==> src/rtl/ipv4bl_pkg.sv <==
package ipv4bl_pkg;

  localparam int ADDR_W = 32;
  localparam int OP_W = 2;
  localparam int STATUS_W = 3;

  localparam logic [OP_W-1:0] OP_CHECK = 2'd0;
  localparam logic [OP_W-1:0] OP_ADD = 2'd1;
  localparam logic [OP_W-1:0] OP_REMOVE = 2'd2;

  localparam logic [STATUS_W-1:0] ST_NOT_FOUND = 3'd0;
  localparam logic [STATUS_W-1:0] ST_FOUND = 3'd1;
  localparam logic [STATUS_W-1:0] ST_ADDED = 3'd2;
  localparam logic [STATUS_W-1:0] ST_PRESENT = 3'd3;
  localparam logic [STATUS_W-1:0] ST_REMOVED = 3'd4;
  localparam logic [STATUS_W-1:0] ST_FULL = 3'd5;

  // what one slot read back says about the key under search
  typedef struct packed {
    logic used;
    logic match;
  } slot_stat_t;

endpackage

==> src/rtl/ipv4bl_store.sv <==
module ipv4bl_store #(
  parameter int DEPTH = 64,
  parameter int IW = 6
) (
  input  logic                           clk,
  input  logic                           wr_en,
  input  logic [IW-1:0]                  wr_idx,
  input  logic                           wr_used,
  input  logic [ipv4bl_pkg::ADDR_W-1:0] wr_addr,
  input  logic [IW-1:0]                  rd_idx,
  input  logic [ipv4bl_pkg::ADDR_W-1:0] key,
  output ipv4bl_pkg::slot_stat_t         stat
);
  import ipv4bl_pkg::*;

  // each word is {used, address}
  logic [ADDR_W:0] mem [DEPTH];
  logic [ADDR_W:0] rd_word;

  always_ff @(posedge clk) begin
    if (wr_en) begin
      mem[wr_idx] <= {wr_used, wr_addr};
    end
    rd_word <= mem[rd_idx];
  end

  always_comb begin
    stat.used = rd_word[ADDR_W];
    stat.match = rd_word[ADDR_W] && (rd_word[ADDR_W-1:0] == key);
  end

endmodule

==> src/rtl/ipv4_source_blocklist_table_top.sv <==
// an accepted transaction goes from idle through the search to done, where the
//   result is registered; a packet check of address zero or an unused operation
//   skips the search. One transaction is in flight at a time: no new one is taken
//   until its result is loaded. The search is bound by the single read port of the
//   slot memory, which it walks one slot a cycle; a result held by the receiver stalls done
// reset: a clearing pass over the table marks every slot free; no
//   transaction is taken until it ends
module ipv4_source_blocklist_table_top #(
  parameter int TABLE_DEPTH = 64
) (
  input  logic                             clk,
  input  logic                             rst,
  input  logic                             item_valid,
  output logic                             item_ready,
  input  logic [ipv4bl_pkg::OP_W-1:0]     operation,
  input  logic [ipv4bl_pkg::ADDR_W-1:0]   address,
  output logic                             result_valid,
  input  logic                             result_ready,
  output logic [ipv4bl_pkg::STATUS_W-1:0] status,
  output logic                             drop
);
  import ipv4bl_pkg::*;

  localparam int IW = $clog2(TABLE_DEPTH);
  localparam int CW = $clog2(TABLE_DEPTH + 1);
  localparam logic [CW-1:0] DEPTH_C = CW'(TABLE_DEPTH);
  localparam logic [CW-1:0] LAST_C = CW'(TABLE_DEPTH - 1);

  localparam logic [1:0] S_CLEAR = 2'd0;
  localparam logic [1:0] S_IDLE = 2'd1;
  localparam logic [1:0] S_SCAN = 2'd2;
  localparam logic [1:0] S_DONE = 2'd3;

  logic [1:0] state;
  logic [1:0] state_next;
  logic [CW-1:0] scan_cnt;
  logic rd_pend;
  logic [IW-1:0] rd_slot;
  logic [OP_W-1:0] cur_op;
  logic [ADDR_W-1:0] cur_addr;
  logic hit;
  logic [IW-1:0] hit_idx;
  logic free_found;
  logic [IW-1:0] free_idx;

  logic in_range;
  logic [IW-1:0] rd_idx;
  logic wr_en;
  logic [IW-1:0] wr_idx;
  logic wr_used;
  logic out_free;
  logic [STATUS_W-1:0] status_next;
  logic drop_next;
  slot_stat_t stat;

  assign item_ready = (state == S_IDLE);
  assign in_range = (scan_cnt < DEPTH_C);
  assign rd_idx = in_range ? scan_cnt[IW-1:0] : '0;
  assign out_free = !result_valid || result_ready;

  always_comb begin
    state_next = state;
    unique case (state)
      S_CLEAR: begin
        if (scan_cnt == LAST_C) state_next = S_IDLE;
      end
      S_IDLE: begin
        if (item_valid) begin
          // zero source checks and unused codes need no search
          if ((operation == OP_CHECK && address == '0) ||
              (operation != OP_CHECK && operation != OP_ADD && operation != OP_REMOVE)) begin
            state_next = S_DONE;
          end else begin
            state_next = S_SCAN;
          end
        end
      end
      S_SCAN: begin
        if (!in_range && !rd_pend) state_next = S_DONE;
      end
      S_DONE: begin
        if (out_free) state_next = S_IDLE;
      end
      default: state_next = S_IDLE;
    endcase
  end

  always_comb begin
    status_next = ST_NOT_FOUND;
    drop_next = 1'b0;
    case (cur_op)
      OP_CHECK: begin
        status_next = hit ? ST_FOUND : ST_NOT_FOUND;
        drop_next = hit;
      end
      OP_ADD: begin
        if (hit) status_next = ST_PRESENT;
        else if (free_found) status_next = ST_ADDED;
        else status_next = ST_FULL;
      end
      OP_REMOVE: begin
        status_next = hit ? ST_REMOVED : ST_NOT_FOUND;
      end
      default: status_next = ST_NOT_FOUND;
    endcase
  end

  // writes happen only outside the search, so no read can see a stale slot
  always_comb begin
    wr_en = 1'b0;
    wr_idx = rd_idx;
    wr_used = 1'b0;
    if (state == S_CLEAR) begin
      wr_en = in_range;
    end else if (state == S_DONE && out_free) begin
      if (cur_op == OP_ADD && !hit && free_found) begin
        wr_en = 1'b1;
        wr_idx = free_idx;
        wr_used = 1'b1;
      end else if (cur_op == OP_REMOVE && hit) begin
        wr_en = 1'b1;
        wr_idx = hit_idx;
      end
    end
  end

  ipv4bl_store #(
    .DEPTH(TABLE_DEPTH),
    .IW(IW)
  ) u_store (
    .clk(clk),
    .wr_en(wr_en),
    .wr_idx(wr_idx),
    .wr_used(wr_used),
    .wr_addr(cur_addr),
    .rd_idx(rd_idx),
    .key(cur_addr),
    .stat(stat)
  );

  always_ff @(posedge clk) begin
    if (rst) begin
      state <= S_CLEAR;
      scan_cnt <= '0;
      rd_pend <= 1'b0;
      hit <= 1'b0;
      free_found <= 1'b0;
      result_valid <= 1'b0;
    end else begin
      state <= state_next;
      unique case (state)
        S_CLEAR: begin
          scan_cnt <= (scan_cnt == LAST_C) ? '0 : scan_cnt + 1'b1;
        end
        S_IDLE: begin
          scan_cnt <= '0;
          rd_pend <= 1'b0;
          hit <= 1'b0;
          free_found <= 1'b0;
        end
        S_SCAN: begin
          if (in_range) begin
            scan_cnt <= scan_cnt + 1'b1;
            rd_pend <= 1'b1;
          end else begin
            rd_pend <= 1'b0;
          end
          if (rd_pend) begin
            if (stat.match && !hit) hit <= 1'b1;
            if (!stat.used && !free_found) free_found <= 1'b1;
          end
        end
        S_DONE: begin
        end
        default: begin
        end
      endcase
      if (state == S_DONE && out_free) begin
        result_valid <= 1'b1;
      end else if (result_ready) begin
        result_valid <= 1'b0;
      end
    end
  end

  always_ff @(posedge clk) begin
    if (item_valid && item_ready) begin
      cur_op <= operation;
      cur_addr <= address;
    end
    rd_slot <= rd_idx;
    if (state == S_SCAN && rd_pend) begin
      if (stat.match && !hit) hit_idx <= rd_slot;
      if (!stat.used && !free_found) free_idx <= rd_slot;
    end
    if (state == S_DONE && out_free) begin
      status <= status_next;
      drop <= drop_next;
    end
  end

  a_drop_found: assert property (@(posedge clk) disable iff (rst)
    result_valid && drop |-> status == ST_FOUND)
    else $error("drop without found status");

  a_busy_after_accept: assert property (@(posedge clk) disable iff (rst)
    item_valid && item_ready |=> !item_ready)
    else $error("ready held after accepted transaction");

  a_write_window: assert property (@(posedge clk) disable iff (rst)
    wr_en |-> state == S_CLEAR || state == S_DONE)
    else $error("slot write during search");

  a_count_bound: assert property (@(posedge clk) disable iff (rst)
    scan_cnt <= DEPTH_C)
    else $error("search counter out of range");

  a_load_once: assert property (@(posedge clk) disable iff (rst)
    state == S_DONE && out_free |=> state == S_IDLE && result_valid)
    else $error("result not loaded at end of search");

endmodule

==> config.mk <==
export PLATFORM = sky130hd
export DESIGN_NAME = ipv4_source_blocklist_table_top
export DESIGN_NICKNAME = d
export VERILOG_FILES = /design/src/rtl/ipv4bl_pkg.sv /design/src/rtl/ipv4bl_store.sv /design/src/rtl/ipv4_source_blocklist_table_top.sv
export SDC_FILE = /design/constraint.sdc
export NUM_CORES = 2
export LEC_CHECK = 0
export ABC_AREA = 1
export BUFFER_PORTS_ARGS = -buffer_cell sky130_fd_sc_hd__buf_2
export CAP_MARGIN = 10
export CORE_ASPECT_RATIO = 1.25
export CORE_UTILIZATION = 68
export DETAILED_ROUTE_END_ITERATION = 7
export GPL_ROUTABILITY_DRIVEN = 0
export PLACE_DENSITY = 0.83
export SKIP_CTS_REPAIR_TIMING = 1
export SYNTH_ARGS = -nofsm -noshare
export SYNTH_HDL_FRONTEND = slang
export SYNTH_SLANG_ARGS = --single-unit
==> constraint.sdc <==
create_clock -name clk -period 5.5 [get_ports clk]
set_input_delay 0.55 -clock clk [delete_from_list [all_inputs] [get_ports clk]]
set_output_delay 0.55 -clock clk [all_outputs]
set_load 0.01 [all_outputs]
* Yosys cells after proc, flatten, opt, wreduce, memory -nomap -nowiden *
Memory sizes are Yosys's and may differ from the RTL's. A register that Yosys moved wholly into a read port is not among the register bits.
Cells that the tools add are included.

storage, ports and cells
  output and inout port bits = 6
  bits in registers = 69
  input bits = 38
  logic and storage cells = 106
  bits in writable memories = 2112
  memories kept = 1

memory list
  name         depth  width  rd ports  clocked after memory_dff  write ports  RTL line            text
  u_store.mem  64     33     1         1                         1            ipv4bl_store.sv:17  logic [ADDR_W:0] mem [DEPTH];

cells by class
  multiplexer cells = 38
  add/subtract/negate cells = 1
  equality and inequality tests = 17
  magnitude comparators = 1
  reductions and logical operators = 35

operators with widths
  operator                                                         count
  32-bit == test                                                   1
  32-bit zero test                                                 1
  6-bit two-way mux                                                5
  7-bit case mux with 3 select lines                               1
  1-bit two-way mux                                                18
  2-bit != test, second input constant                             8
  7-bit two-way mux                                                2
  1-bit logical AND                                                13
  3-bit two-way mux                                                3
  3-bit case mux with 3 select lines                               1
  2-bit two-way mux                                                4
  2-bit case mux with 4 select lines                               1
  7-bit by 1-bit adder with 7-bit output, second input constant    1
  7-bit by 6-bit == test with 1-bit output, second input constant  1
  7-bit < comparator, second input constant                        1
  2-bit == test, second input constant                             3
  1-bit zero test                                                  6
  2-bit zero test                                                  3
  1-bit case mux with 2 select lines                               3
  2-bit AND reduction                                              3
  3-bit AND reduction                                              2
  2-bit nonzero test                                               3
  2-bit by 1-bit == test with 1-bit output, second input constant  2
  2-bit by 1-bit != test with 1-bit output, second input constant  2
  other kinds (3)                                                  4

* Logic depth before layout (Yosys ltp) *
  word-level depth = 8
  depth in mapped cells = 13
  depth with buffers taken out = 13

* By module *
Synthesis repeated with hierarchy kept, for this count alone.

unflattened totals
  cells, all modules = 7329
  area, all modules = 88925.3 um^2

by module, submodules not included
  module                           sequential area each (um^2)  area an instance (um^2)  cells an instance  times used
  ipv4bl_store                     64081.5                      86216.4                  7097               1
  ipv4_source_blocklist_table_top  1881.8                       2708.8                   232                1

* Worst setup path after synthesis *
Ideal clock, no wire load.

  path kind = in2reg
  from = input port result_ready
  to = memory u_store.mem[49][0] (netlist bit), enable pin
  slack = 1.972 ns
  required time = 5.077 ns
  setup time = 0.423 ns
  arrival time = 3.105 ns
  cell stages on the path = 10
  buffers on the path = 0
  cells stage by stage = inv_1 > nand2_1 > nand2_1 > nor2_2 > inv_1 > a21oi_4 > o21ai_2 > nor2_1 > nand2_1 > nor2_1

between the ends
  cells in the longest elaborated chain, start to end = 6
  elaborated cells between the ends (all ways) = 8
  classes of those cells = 6 x mux; 2 x reduce/logical

RTL lines
  item                                     RTL line                                text
  start, declared                          ipv4_source_blocklist_table_top.sv:18   input logic result_ready,
  1-bit logical OR *                       ipv4_source_blocklist_table_top.sv:59   assign out_free = !result_valid || result_ready;
  1-bit logical AND *                      ipv4_source_blocklist_table_top.sv:115  end else if (state == S_DONE && out_free) begin
  1-bit two-way mux                        ipv4_source_blocklist_table_top.sv:115
  1-bit two-way mux                        ipv4_source_blocklist_table_top.sv:113  if (state == S_CLEAR) begin
  1-bit two-way mux                        ipv4bl_store.sv:21                      if (wr_en) begin
  1-bit two-way mux (implied by the code)  ipv4bl_store.sv:22                      mem[wr_idx] <= {wr_used, wr_addr};
  end, declared                            ipv4bl_store.sv:17

Every way passes the cells marked *; elsewhere a longest branch is shown, timed or not.

* Final worst setup path *
  from = register scan_cnt[6]
  to = register u_store.rd_word[28] (read register of u_store.mem)

between the ends
  cells in the longest elaborated chain, start to end = 2

RTL lines
  item                    RTL line                                text
  start, declared         ipv4_source_blocklist_table_top.sv:36   logic [CW-1:0] scan_cnt;
  start signal, assigned  ipv4_source_blocklist_table_top.sv:153  scan_cnt <= (scan_cnt == LAST_C) ? '0 : scan_cnt + 1'b1;
  start signal, assigned  ipv4_source_blocklist_table_top.sv:163  scan_cnt <= scan_cnt + 1'b1;
  7-bit < comparator      ipv4_source_blocklist_table_top.sv:57   assign in_range = (scan_cnt < DEPTH_C);
  6-bit two-way mux       ipv4_source_blocklist_table_top.sv:58   assign rd_idx = in_range ? scan_cnt[IW-1:0] : '0;
  end, declared           ipv4bl_store.sv:18                      logic [ADDR_W:0] rd_word;

No other way between the ends.
A chain may end at the register's enable or synchronous reset.

==> impl_metrics.tcl <==
set metrics [dict create \
    tns_ps 0 \
    syn2layout_area_growth_pct 9.88 \
    max_stage_delay_ps 880 \
    cts_buffer_depth 3 \
    drtAntennaViolNets 0 \
    worst_slew_pin_slew_ps 1420 \
    final_max_slew_viol_count 0 \
    hold_slack_ps 60.3 \
    rows 148 \
    hpwl_um 133000 \
    ys_types 34 \
    finalSetupViolations 0 \
    ys_async_sr_fraction_pct 0 \
    wl_um 257000 \
    path_cells "inv_2, nand2_4, inv_4, buf_4, buf_4, o211ai_1, nand3_1, nand3_1, nand3_1, nand2_1" \
    power.share.clock_pct 29.2 \
    rsz0062_at_grt "false" \
    root_buffer "clkbuf_16" \
    cp_slowest_cell "buf_4" \
    gr-total-overflow 0 \
    swShare_pct 34.9 \
    hold_viol_final 0 \
    ys_ff_latch 2214 \
    cts_max_level 4 \
    yosysSeqAreaShare_pct 73.5 \
    fmax_mhz 232 \
    combinationalPowerShare_pct 27.6 \
    nFillCells 7376 \
    clk_pin_slew_worst_paths_ps 70 \
    worst-endpoint-arrival_ps 5040 \
    die_h_um 408 \
    syn_area_um2 89700 \
    cp_common_cell "nand3_1" \
    vias 63000 \
    cp-start-kind "register" \
    timing.setup.critical_path_class "reg2reg" \
    clock_skew_ps 28.5 \
    yosys_warnings 0 \
    end_kind "register" \
    peakVddDrop_uv 590 \
    fin_crit_ps 4300 \
    pin_count 44 \
    start_util_pct 68.7 \
    p_leak_nw 35.8 \
    drt_iter0_markers 11000 \
    yosys.area_share.adder_pct 0.0697 \
    setup_ws_ps 1200 \
    period_share_pct 78.2 \
    crit_required_ps 6240 \
    synth_compound_area_share_pct 5.04 \
    clock_latency_ps 850 \
    syn_nets 7769 \
    cts_num_sinks 2214 \
    route.detailed.drc 0 \
    power.density_nw_per_um2 466 \
    track_usage_pct 38.1 \
    synthCells 7726 \
    portBuffers 43 \
    p_seq_share_pct 43.2 \
    dieArea_um2 133000 \
    p_int_mw 29.9 \
    pre_cts_ws_ps 1220 \
    antenna_found_initial 10 \
    layout_common_cells "edfxtp_1 (2162), nand2_1 (1970), nor2_1 (1005)" \
    synthMuxAreaShare_pct 0 \
    grt_pass1_vias 61600 \
    numCtsBuffers 193 \
    synth_ff_type "edfxtp_1" \
    wire_per_inst_um 26.8 \
    final_common_cell "edfxtp_1" \
    final_design_area_no_fill_um2 98600 \
    multiInputGateArea_um2 21300 \
    critPathMaxFanout 58 \
    maxSlewHeadroom_pct 5.60 \
    drive_gt1_share_pct 7.12 \
    holdCritPathClass "in2reg" \
    synth_xor_area_share_pct 0.0293 \
    outcome "completed" \
    vias_per_cell 6.57 \
    seqCellArea_um2 66000 \
    final_nets 7740 \
    total_power_mw 46.0 \
    synth_top_family_by_area "simple AND/OR/NAND/NOR gates" \
    synth_enable_flop_cells 2162 \
    grt_max_degree 216 \
    post_dp_cell_area_um2 92100 \
    power.switching_mw 16.0 \
    firstDrtPassIters 6 \
    synth.avg_cell_area_um2 11.6 \
    drv_cap 0 \
    synth-simple-area-share_pct 18.0 \
    core-area_um2 131000 \
    grt_pass1_wl_um 371000 \
    die_x_um 327 \
    cts_tree "built" \
]
-- final timing paths --
check         startpoint                  end  slack, ps  cells after the start
max          scan_cnt[6]  u_store.rd_word[28]       1200                     10
min                  rst           free_found         60                      2
max reg2reg  scan_cnt[6]  u_store.rd_word[28]       1200                     10
min reg2reg   rd_slot[3]          free_idx[3]        420                      0
-- flip-flops by register name, summed over array words and instances (netlist names), 2 cells and up --
register         flops
u_store.mem       2112
hit_idx              6
cur_op               2
free_idx             6
rd_slot              6
status               3
state                2
u_store.rd_word     33
scan_cnt             7
cur_addr            32
-- kinds of logic (layout without fill, tap and decap cells) --
| family | after synthesis | after routing |
|---|---|---|
| other cells | 0 | 5 |
| compound gates | 796 | 796 |
| fa+ha+maj | 5 | 5 |
| simple gates | 3984 | 3984 |
| flops | 2214 | 2214 |
| xor+xnor | 3 | 3 |
| buf+inv | 724 | 858 |
-- power groups by stage --
stage / clock, mW / combinational, mW / sequential (mW)
final: 13.4 / 12.7 / 19.9
after detailed placement: 0 / 11.9 / 20.2
after floorplan: 0 / 7.83 / 20.1
after CTS: 13.4 / 12.2 / 19.8
after global routing: 14.0 / 13.5 / 19.9
after global placement: 0 / 11.5 / 20.1
-- metal layers --
metal  vias up  routed length (um)  global-route usage (%)
met1     29900               81000                    46.7
met4         2               20700                    27.8
met2      5314              121000                    59.7
li1      26800                   -                       -
met5         -                  13                       0
met3      1056               34900                    8.90
-- stage by stage --
stage	utilization, %	instances
floorplan	-	7726
global placement	70.5	9195
detailed placement	70.5	9195
CTS	75.3	9553
global route	75.5	9587
finish	75.5	9590
-- worst max-delay path, delay by kind of cell, from the launching register on --
kind / cells / cell delay [ps]
buffers and inverters: 4 / 1810
and+or+nand+nor: 5 / 1640
AOI/OAI and AO/OA: 1 / 200
DFF: 1 / 480
-- synthesized netlist by cell type (2+ instances only) --
cell type / instances / area share [%]
a21oi_1: 10 / 0.056
and2_1: 2 / 0.014
buf_1: 39 / 0.16
buf_2: 182 / 1.0
buf_4: 5 / 0.042
clkbuf_1: 230 / 0.96
dfxtp_1: 52 / 1.2
edfxtp_1: 2162 / 72
ha_1: 5 / 0.070
inv_1: 260 / 1.1
inv_2: 8 / 0.033
nand2_1: 1973 / 8.3
nand2_2: 2 / 0.014
nand3_1: 910 / 5.1
nand3_2: 4 / 0.045
nand4_1: 8 / 0.056
nor2_1: 1071 / 4.5
nor2_2: 4 / 0.028
nor3_1: 6 / 0.033
nor3b_1: 3 / 0.025
o211ai_1: 198 / 1.7
o21ai_0: 573 / 3.2
o21ai_1: 3 / 0.017
o21ai_2: 2 / 0.020
o22ai_1: 4 / 0.028
xnor2_1: 2 / 0.020
-- layout make-up --
class / instances / area share (%)
diodes: 5 / 0.0127
clock inverters: 110 / 0.979
flip-flops and latches: 2214 / 66.9
clock buffers: 248 / 5.30
multi-input cells: 4788 / 21.6
inverters: 268 / 1.04
well taps: 1725 / 2.19
repair buffers: 232 / 1.94
Note: power is estimated with default switching activity, not from simulation.
